**config.mk**
```make
export PLATFORM = sky130hd
export DESIGN_NAME = circular_double_ended_queue_flat
export DESIGN_NICKNAME = d
export VERILOG_FILES = /design/src/rtl/cdq_pkg.sv /design/src/rtl/cdq_if.sv /design/src/rtl/cdq_store.sv /design/src/rtl/cdq_ctrl.sv /design/src/rtl/circular_double_ended_queue.sv /design/src/flat_wrapper.sv
export VERILOG_INCLUDE_DIRS = /design/src /design/src/rtl
export SDC_FILE = /design/constraint.sdc
export NUM_CORES = 1
export LEC_CHECK = 0
export BUFFER_PORTS_ARGS = -buffer_cell sky130_fd_sc_hd__buf_2
export CORE_UTILIZATION = 60
export DETAILED_ROUTE_END_ITERATION = 16
export PLACE_DENSITY_LB_ADDON = 0.1
export SYNTH_ARGS = -nofsm -noshare
export SYNTH_HDL_FRONTEND = slang
export SYNTH_SLANG_ARGS = --single-unit
```
**constraint.sdc**
```tcl
create_clock -name clk_i -period 7.5 [get_ports clk_i]
set_clock_uncertainty 0.2 [all_clocks]
set_input_delay 0 -clock clk_i [delete_from_list [all_inputs] [get_ports clk_i]]
set_output_delay 0 -clock clk_i [all_outputs]
set_load 0.02 [all_outputs]
```
**src/rtl/assert_macros.svh**
```systemverilog
// Assertion macros used by the RTL file cdq_ctrl.sv.
`ifndef ASSERT_MACROS_SVH
`define ASSERT_MACROS_SVH

// Concurrent assertion on an explicit clock with an active-low reset.
`define ASSERT_CLK(name, clk, rst_n, prop) \
  name: assert property (@(posedge clk) disable iff (!rst_n) (prop)) \
    else $error("%m: assertion failed");

// Concurrent assertion on the usual clock and reset of a module.
`define ASSERT(name, prop) `ASSERT_CLK(name, clk_i, rst_ni, prop)

`endif

```
**src/rtl/cdq_pkg.sv**
```systemverilog
package cdq_pkg;

  localparam int unsigned WordW  = 32;
  localparam int unsigned OpW    = 2;
  localparam int unsigned CountW = 5;

  localparam logic [CountW-1:0] CapReset = 5'd16;

  typedef logic signed [WordW-1:0] word_t;
  typedef logic [CountW-1:0]       count_t;

  typedef enum logic [OpW-1:0] {
    OpPushFront = 2'd0,
    OpPushBack  = 2'd1,
    OpPopFront  = 2'd2,
    OpPopBack   = 2'd3
  } cdq_op_e;

  typedef enum logic [1:0] {
    StIdle = 2'd0,
    StRead = 2'd1,
    StResp = 2'd2
  } cdq_state_e;

  typedef struct packed {
    logic wr_en;
    logic rd_en;
  } cdq_mem_ctl_t;

  typedef struct packed {
    logic   op_ok;
    logic   is_empty;
    logic   is_full;
    count_t item_count;
  } cdq_status_t;

endpackage

```
**src/rtl/cdq_if.sv**
```systemverilog
interface cdq_req_if;
  import cdq_pkg::*;

  logic              valid;
  logic              ready;
  logic [OpW-1:0]    operation;
  word_t             push_value;

  modport source (output valid, output operation, output push_value, input ready);
  modport sink   (input valid, input operation, input push_value, output ready);
endinterface

interface cdq_rsp_if;
  import cdq_pkg::*;

  logic   valid;
  logic   ready;
  logic   op_ok;
  word_t  front_item;
  word_t  rear_item;
  logic   is_empty;
  logic   is_full;
  count_t item_count;

  modport source (output valid, output op_ok, output front_item, output rear_item,
                  output is_empty, output is_full, output item_count, input ready);
  modport sink   (input valid, input op_ok, input front_item, input rear_item,
                  input is_empty, input is_full, input item_count, output ready);
endinterface

```
**src/rtl/cdq_store.sv**
```systemverilog
module cdq_store #(
  parameter int unsigned DEPTH = 16,
  parameter int unsigned PtrW  = 4
) (
  input  logic                 clk_i,
  input  cdq_pkg::cdq_mem_ctl_t ctl_i,
  input  logic [PtrW-1:0]      waddr_i,
  input  cdq_pkg::word_t       wdata_i,
  input  logic [PtrW-1:0]      raddr_front_i,
  input  logic [PtrW-1:0]      raddr_rear_i,
  output cdq_pkg::word_t       rdata_front_o,
  output cdq_pkg::word_t       rdata_rear_o
);
  import cdq_pkg::*;

  word_t mem [DEPTH];
  word_t rdata_front_q;
  word_t rdata_rear_q;

  always_ff @(posedge clk_i) begin
    if (ctl_i.wr_en) begin
      mem[waddr_i] <= wdata_i;
    end
  end

  always_ff @(posedge clk_i) begin
    if (ctl_i.rd_en) begin
      rdata_front_q <= mem[raddr_front_i];
      rdata_rear_q  <= mem[raddr_rear_i];
    end
  end

  assign rdata_front_o = rdata_front_q;
  assign rdata_rear_o  = rdata_rear_q;

endmodule

```
**src/rtl/cdq_ctrl.sv**
```systemverilog
`include "assert_macros.svh"

module cdq_ctrl #(
  parameter int unsigned DEPTH = 16,
  parameter int unsigned PtrW  = 4
) (
  input  logic                   clk_i,
  input  logic                   rst_ni,
  input  logic                   cfg_we_i,
  input  cdq_pkg::count_t        cfg_wdata_i,
  input  logic                   in_valid_i,
  input  logic [cdq_pkg::OpW-1:0] in_op_i,
  output logic                   in_ready_o,
  input  logic                   out_free_i,
  output logic                   load_o,
  output cdq_pkg::cdq_status_t   status_o,
  output cdq_pkg::cdq_mem_ctl_t  mem_ctl_o,
  output logic [PtrW-1:0]        waddr_o,
  output logic [PtrW-1:0]        raddr_front_o,
  output logic [PtrW-1:0]        raddr_rear_o
);
  import cdq_pkg::*;

  localparam int unsigned DepthCap = (DEPTH > 31) ? 31 : DEPTH;
  localparam count_t          DepthCount = CountW'(DepthCap);
  localparam logic [PtrW-1:0] LastIdx    = PtrW'(DEPTH - 1);
  localparam logic [PtrW:0]   DepthWide  = (PtrW + 1)'(DEPTH);

  cdq_state_e      state_q, state_d;
  logic [PtrW-1:0] head_q, head_d;
  logic [PtrW-1:0] tail_q, tail_d;
  count_t          count_q, count_d;
  count_t          cap_q;
  logic            ok_q, ok_d;
  count_t          eff_cap;
  logic            is_full;
  logic            is_empty;
  logic            in_fire;
  logic [PtrW-1:0] head_prev;
  logic [PtrW-1:0] head_next;
  logic [PtrW-1:0] tail_prev;
  logic [PtrW-1:0] tail_next;

  assign eff_cap  = (cap_q > DepthCount) ? DepthCount : cap_q;
  assign is_full  = count_q >= eff_cap;
  assign is_empty = count_q == '0;

  assign head_prev = (head_q == '0) ? LastIdx : head_q - 1'b1;
  assign head_next = (head_q == LastIdx) ? '0 : head_q + 1'b1;
  assign tail_prev = (tail_q == '0) ? LastIdx : tail_q - 1'b1;
  assign tail_next = (tail_q == LastIdx) ? '0 : tail_q + 1'b1;

  always_comb begin
    state_d = state_q;
    unique case (state_q)
      StIdle: begin
        if (in_fire) state_d = StRead;
      end
      StRead: begin
        state_d = StResp;
      end
      StResp: begin
        if (out_free_i) state_d = in_fire ? StRead : StIdle;
      end
      default: begin
        state_d = StIdle;
      end
    endcase
  end

  always_comb begin
    in_ready_o = 1'b0;
    load_o     = 1'b0;
    unique case (state_q)
      StIdle: begin
        in_ready_o = 1'b1;
      end
      StResp: begin
        in_ready_o = out_free_i;
        load_o     = out_free_i;
      end
      default: begin
        in_ready_o = 1'b0;
      end
    endcase
  end

  assign in_fire = in_valid_i && in_ready_o;

  always_comb begin
    head_d            = head_q;
    tail_d            = tail_q;
    count_d           = count_q;
    ok_d              = ok_q;
    mem_ctl_o.wr_en   = 1'b0;
    mem_ctl_o.rd_en   = state_q == StRead;
    waddr_o           = tail_q;
    if (in_fire) begin
      ok_d = 1'b0;
      unique case (cdq_op_e'(in_op_i))
        OpPushFront: begin
          waddr_o = head_prev;
          if (!is_full) begin
            head_d          = head_prev;
            count_d         = count_q + 1'b1;
            mem_ctl_o.wr_en = 1'b1;
            ok_d            = 1'b1;
          end
        end
        OpPushBack: begin
          if (!is_full) begin
            tail_d          = tail_next;
            count_d         = count_q + 1'b1;
            mem_ctl_o.wr_en = 1'b1;
            ok_d            = 1'b1;
          end
        end
        OpPopFront: begin
          if (!is_empty) begin
            head_d  = head_next;
            count_d = count_q - 1'b1;
            ok_d    = 1'b1;
          end
        end
        OpPopBack: begin
          if (!is_empty) begin
            tail_d  = tail_prev;
            count_d = count_q - 1'b1;
            ok_d    = 1'b1;
          end
        end
        default: begin
          ok_d = 1'b0;
        end
      endcase
    end
  end

  assign raddr_front_o   = head_q;
  assign raddr_rear_o    = tail_prev;

  assign status_o.op_ok      = ok_q;
  assign status_o.is_empty   = is_empty;
  assign status_o.is_full    = is_full;
  assign status_o.item_count = count_q;

  always_ff @(posedge clk_i or negedge rst_ni) begin
    if (!rst_ni) begin
      state_q <= StIdle;
      head_q  <= '0;
      tail_q  <= '0;
      count_q <= '0;
      cap_q   <= CapReset;
      ok_q    <= 1'b0;
    end else begin
      state_q <= state_d;
      head_q  <= head_d;
      tail_q  <= tail_d;
      count_q <= count_d;
      ok_q    <= ok_d;
      if (cfg_we_i) cap_q <= cfg_wdata_i;
    end
  end

  logic [PtrW:0] ring_sum;
  logic [PtrW:0] ring_tail;

  assign ring_sum  = {1'b0, head_q} + (PtrW + 1)'(count_q);
  assign ring_tail = (ring_sum >= DepthWide) ? ring_sum - DepthWide : ring_sum;

  `ASSERT(a_count_bound, 32'(count_q) <= DEPTH)
  `ASSERT(a_ring_consistent, ring_tail == {1'b0, tail_q})
  `ASSERT(a_no_early_result, in_fire |=> !load_o)
  `ASSERT(a_read_after_accept, mem_ctl_o.rd_en |-> $past(in_fire))

endmodule

```
**src/rtl/circular_double_ended_queue.sv**
```systemverilog
// Bounded double-ended queue of 32-bit words held in a ring memory.
// Request channel (req): each word carries an operation (push front, push
// back, pop front, pop back) and a value that only pushes store.
// Response channel (rsp): one word per request with the success flag and,
// after the operation, the front and rear words, the empty and full flags
// and the item count. Front and rear read as all ones when the queue is empty.
// Configuration: cfg_we_i writes cfg_wdata_i as the capacity in use, clamped
// to DEPTH or 31, whichever is less; write it only while the block is idle.
// A push writes the ring memory when the request is accepted; the read state
// then reads it (reads are registered) and the response state loads the output
// register, where the next request may be accepted, but not in the read state.
// Reset clears the pointers and the count and sets the capacity to 16; the
// memory is not cleared, since only occupied entries are shown.
// When the receiver stalls, the response is held in the output register and
// the next request is still accepted and processed up to the memory read;
// it then waits until the output register is free.
module circular_double_ended_queue #(
  parameter int unsigned DEPTH = 16
) (
  input  logic                clk_i,
  input  logic                rst_ni,
  input  logic                cfg_we_i,
  input  cdq_pkg::count_t     cfg_wdata_i,
  cdq_req_if.sink             req,
  cdq_rsp_if.source           rsp
);
  import cdq_pkg::*;

  localparam int unsigned PtrW = (DEPTH > 1) ? $clog2(DEPTH) : 1;

  cdq_mem_ctl_t    mem_ctl;
  cdq_status_t     status;
  logic [PtrW-1:0] waddr;
  logic [PtrW-1:0] raddr_front;
  logic [PtrW-1:0] raddr_rear;
  word_t           rdata_front;
  word_t           rdata_rear;
  logic            load;
  logic            out_free;
  logic            out_valid_q, out_valid_d;
  cdq_status_t     out_status_q;
  word_t           out_front_q;
  word_t           out_rear_q;

  cdq_ctrl #(
    .DEPTH(DEPTH),
    .PtrW (PtrW)
  ) u_ctrl (
    .clk_i        (clk_i),
    .rst_ni       (rst_ni),
    .cfg_we_i     (cfg_we_i),
    .cfg_wdata_i  (cfg_wdata_i),
    .in_valid_i   (req.valid),
    .in_op_i      (req.operation),
    .in_ready_o   (req.ready),
    .out_free_i   (out_free),
    .load_o       (load),
    .status_o     (status),
    .mem_ctl_o    (mem_ctl),
    .waddr_o      (waddr),
    .raddr_front_o(raddr_front),
    .raddr_rear_o (raddr_rear)
  );

  cdq_store #(
    .DEPTH(DEPTH),
    .PtrW (PtrW)
  ) u_store (
    .clk_i        (clk_i),
    .ctl_i        (mem_ctl),
    .waddr_i      (waddr),
    .wdata_i      (req.push_value),
    .raddr_front_i(raddr_front),
    .raddr_rear_i (raddr_rear),
    .rdata_front_o(rdata_front),
    .rdata_rear_o (rdata_rear)
  );

  assign out_free = !out_valid_q || rsp.ready;

  always_comb begin
    out_valid_d = out_valid_q;
    if (load) begin
      out_valid_d = 1'b1;
    end else if (rsp.ready) begin
      out_valid_d = 1'b0;
    end
  end

  always_ff @(posedge clk_i or negedge rst_ni) begin
    if (!rst_ni) begin
      out_valid_q <= 1'b0;
    end else begin
      out_valid_q <= out_valid_d;
    end
  end

  always_ff @(posedge clk_i) begin
    if (load) begin
      out_status_q <= status;
      out_front_q  <= status.is_empty ? '1 : rdata_front;
      out_rear_q   <= status.is_empty ? '1 : rdata_rear;
    end
  end

  assign rsp.valid      = out_valid_q;
  assign rsp.op_ok      = out_status_q.op_ok;
  assign rsp.front_item = out_front_q;
  assign rsp.rear_item  = out_rear_q;
  assign rsp.is_empty   = out_status_q.is_empty;
  assign rsp.is_full    = out_status_q.is_full;
  assign rsp.item_count = out_status_q.item_count;

endmodule

```
**src/flat_wrapper.sv**
```systemverilog
// flat-port wrapper written by rule: the top's interface ports become plain ports
module circular_double_ended_queue_flat import cdq_pkg::*;
#(
  parameter int unsigned DEPTH = 16
)
  (clk_i, rst_ni, cfg_we_i, cfg_wdata_i, req_valid, req_operation, req_push_value, req_ready, rsp_valid, rsp_op_ok, rsp_front_item, rsp_rear_item, rsp_is_empty, rsp_is_full, rsp_item_count, rsp_ready);
  cdq_req_if req_i ();
  cdq_rsp_if rsp_i ();
  input  logic clk_i;
  input  logic rst_ni;
  input  logic cfg_we_i;
  input  cdq_pkg::count_t cfg_wdata_i;
  input wire logic [$bits(req_i.valid)-1:0] req_valid;
  input wire logic [$bits(req_i.operation)-1:0] req_operation;
  input wire logic [$bits(req_i.push_value)-1:0] req_push_value;
  output wire logic [$bits(req_i.ready)-1:0] req_ready;
  output wire logic [$bits(rsp_i.valid)-1:0] rsp_valid;
  output wire logic [$bits(rsp_i.op_ok)-1:0] rsp_op_ok;
  output wire logic [$bits(rsp_i.front_item)-1:0] rsp_front_item;
  output wire logic [$bits(rsp_i.rear_item)-1:0] rsp_rear_item;
  output wire logic [$bits(rsp_i.is_empty)-1:0] rsp_is_empty;
  output wire logic [$bits(rsp_i.is_full)-1:0] rsp_is_full;
  output wire logic [$bits(rsp_i.item_count)-1:0] rsp_item_count;
  input wire logic [$bits(rsp_i.ready)-1:0] rsp_ready;
  assign req_i.valid = req_valid;
  assign req_i.operation = req_operation;
  assign req_i.push_value = req_push_value;
  assign req_ready = req_i.ready;
  assign rsp_valid = rsp_i.valid;
  assign rsp_op_ok = rsp_i.op_ok;
  assign rsp_front_item = rsp_i.front_item;
  assign rsp_rear_item = rsp_i.rear_item;
  assign rsp_is_empty = rsp_i.is_empty;
  assign rsp_is_full = rsp_i.is_full;
  assign rsp_item_count = rsp_i.item_count;
  assign rsp_i.ready = rsp_ready;
  circular_double_ended_queue #(.DEPTH(DEPTH)) u_core (.clk_i(clk_i), .rst_ni(rst_ni), .cfg_we_i(cfg_we_i), .cfg_wdata_i(cfg_wdata_i), .req(req_i), .rsp(rsp_i));
endmodule
```
==> impl_metrics.toml <==
[run]
drv_cap = 0

[synthesis]
synth-edff-count = 648
avgSynthCellArea_sq_um = 19.7
synthXorXnorAreaFrac_pct = 0.0910
ys_ff_latch = 670
synth_compound_area_share_pct = 7.29
synthAdderAreaFrac_pct = 0.676
synth_cell_types = 59
syn_inst = 1462
yosys-top-cells-area = "edfxtp_1, mux4_2, a221oi_1"
synthMuxAreaShare_pct = 17.9
synth_top_area_share_pct = 67.4
ys_seq_area_share_pct = 69.3
synth-simple-area-share_pct = 2.97
synth.most_common_cell = "edfxtp_1"
ys_async_sr_fraction_pct = 3.28
synth_top_area_cell = "edfxtp_1"
yosys-top-cells-count = "edfxtp_1, mux4_2, clkbuf_1"
yosysWarnings = 0
netlist_area_sq_um = 28900
synth_nets = 1521
synth_top_family_by_area = "multiplexers"
ys.flop_type = "edfxtp_1"

[die]
core.rowCount = 80
io_pins = 118
dieArea_sq_um = 49000
core_area_sq_um = 47500
start_util_pct = 60.7
die_h_microns = 221
die_w_microns = 221

[clocking]
clk_latency_ns = 0.61
clk_pin_slew_ns = 0.06
clk_path_buf_depth = 3
clkSinkCount = 670
cts_buffers = 69
cts_tree = "done"
htreeDepth = 3
cts-root-buf = "clkbuf_16"

[drt]
drc_errors = 0
firstDrtPassIters = 5
via_per_inst = 7.08
routed_wl_microns = 70700
vias = 16400
drtIter0Drc = 1861
antenna_left = 0
wl_per_cell_microns = 30.6

[worst_hold_path]
hold_start = "rsp_ready"
min_path_type = "in2reg"
min_to = "u_core.rsp.valid"
hold_depth = 4

[pwr]
powerDensity_nw_per_um2 = 385
peakVddDrop_v = 0.000233
power.leakage_uw = 0.0109
fin_total_pwr_uw = 12700

[setup_path]
r2r_cells = 9
critPathCaptureType = "register"
cp.arrival_ns = 4.39
worst-setup-path-type = "reg2reg"
ff2ff_setup_slack_ns = 3.18
r2r-start = "u_core.u_ctrl.raddr_front_o[1]"
required_ns = 7.57
critPathMaxFanout = 64
critPathLaunchType = "register"
timing.rr.end = "u_core.u_store.mem[9][0]"

[placement]
post-place-ws_ns = 3.22
numPortBuffers = 117
dpl.hpwl_microns = 38900
gp_congestion = 0.834

[global_route]
grt_pass1_wl_microns = 106000
grt_max_degree = 72
track_usage_pct = 29.6
antenna_found_initial = 1
grt_overflow_total = 0
grt_pass1_vias = 16600

[timing]
timing.final.ws_setup_ns = 3.18
max-slew-margin-rel_pct = 21.2
rsz0062_at_grt = "no"
min_period_ns = 4.32
setup-violations-final = 0
drv_slew = 0
fin_tns_setup_ns = 0
fmax_ghz = 0.231
worst_pin_slew_ns = 1.18
period_share_pct = 57.6
hold_viol_final = 0

[layout]
drive_above_1_share_pct = 34.6
fillers = 2919
nNetsFinal = 1697
syn_to_final_growth_pct = 14.6

[outcome]
status = "finished clean"
## cell type report
class | count | area [sq um] | area share, %
flip-flops and latches | 670 | 20000 | 60.5
multi-input cells | 674 | 8570 | 25.9
clock buffers | 82 | 1830 | 5.53
repair buffers | 213 | 1450 | 4.39
well taps | 615 | 769 | 2.33
clock inverters | 43 | 393 | 1.19
inverters | 10 | 37.5 | 0.113
diodes | 1 | 2.50 | 0.00757
## stage by stage
stage / hold slack [ns] / area, sq um / utilization, % / std cells
after CTS: 0.0296 / 33100 / 69.6 / 2307
after global placement: -0.183 / 30300 / 63.7 / 2124
after floorplan: -0.496 / 28900 / - / 1462
after detailed placement: -0.189 / 30300 / 63.7 / 2124
final: 0.0943 / 33100 / 69.6 / 2308
after global routing: 0.114 / 33100 / 69.6 / 2307
## where the power goes
| group | internal (uW) | leakage [uW] | switching, uW |
|---|---|---|---|
| Clock | 1960 | 0.00107 | 1420 |
| Sequential | 4550 | 0.00612 | 262 |
| Combinational | 2070 | 0.00367 | 2490 |
| Total | 8570 | 0.0109 | 4170 |
## layout by cell type, fill, tap and decap left out, types with 18 or more instances in the layout
cell type	netlist	final
dlygate4sd3_1	0	58
a22oi_1	35	35
a21oi_1	18	18
a22o_1	64	64
a221oi_1	64	64
buf_2	7	117
mux4_2	224	224
edfxtp_1	648	648
or2_2	61	61
clkbuf_16	0	71
o221ai_1	32	32
nor2_4	0	20
buf_4	2	38
## flip-flops by register name, indices dropped and copies added (netlist names)
name and flops:
u_core.rsp.valid 1, u_core.u_ctrl.raddr_front_o 4, u_core.u_ctrl.state_q 2, u_core.u_ctrl.tail_q 4, u_core.u_store.rdata_rear_o 32, u_core.rsp.item_count 5, u_core.rsp.is_full 1, u_core.rsp.is_empty 1
u_core.u_ctrl.count_q 5, u_core.u_store.rdata_front_o 32, u_core.rsp.front_item 32, u_core.u_store.mem 512, u_core.u_ctrl.ok_q 1, u_core.rsp.op_ok 1, u_core.u_ctrl.cap_q 5, u_core.rsp.rear_item 32
## critical path, cell delays in order (launching register included)
cell      delay [ns]
dfrtp_4         1.07
inv_1           0.23
ha_1            0.27
nand2b_1        0.11
nor3b_1         0.25
a21oi_1         0.10
nor2_1          0.18
a32oi_1         0.28
nor2_4          0.79
buf_4           0.45
## routing by layer
metal / wire, microns / up-vias / track usage, %
met5: 8 / - / 0
met3: 6470 / 160 / 6.20
met4: 2080 / 2 / 10.5
li1: - / 6690 / -
met2: 34700 / 984 / 47.0
met1: 27400 / 8515 / 41.3
## repair_timing
| item | CTS | global route |
|---|---|---|
| endpoints found under the hold margin | 577 | 0 |
| resized for setup | 0 | 0 |
| hold buffers | 58 | 0 |
| buffers inserted | 0 | 0 |
## worst max path at each step
| stage | slack, ns | endpoint | depth (start not counted) | start |
|---|---|---|---|---|
| finish | 3.18 | u_core.u_store.mem[9][0] | 9 | u_core.u_ctrl.raddr_front_o[1] |
| floorplan | 3.00 | u_core.rsp.front_item[0] | 2 | u_core.rsp.valid |
| global route | 2.97 | u_core.u_store.mem[9][0] | 9 | u_core.u_ctrl.raddr_front_o[1] |
| global placement | 3.27 | u_core.u_store.mem[0][0] | 9 | u_core.u_ctrl.count_q[0] |
| detailed placement | 3.22 | u_core.u_store.mem[9][3] | 9 | u_core.u_ctrl.raddr_front_o[1] |
| CTS | 3.18 | u_core.u_store.mem[8][23] | 9 | u_core.u_ctrl.raddr_front_o[1] |
## cell families after synthesis
kind of cell	Yosys count
fa+ha+maj	15
xor+xnor	3
buf+inv	118
flops	670
mux	236
simple gates	157
compound gates	263
(Power assumes the default switching activity.)
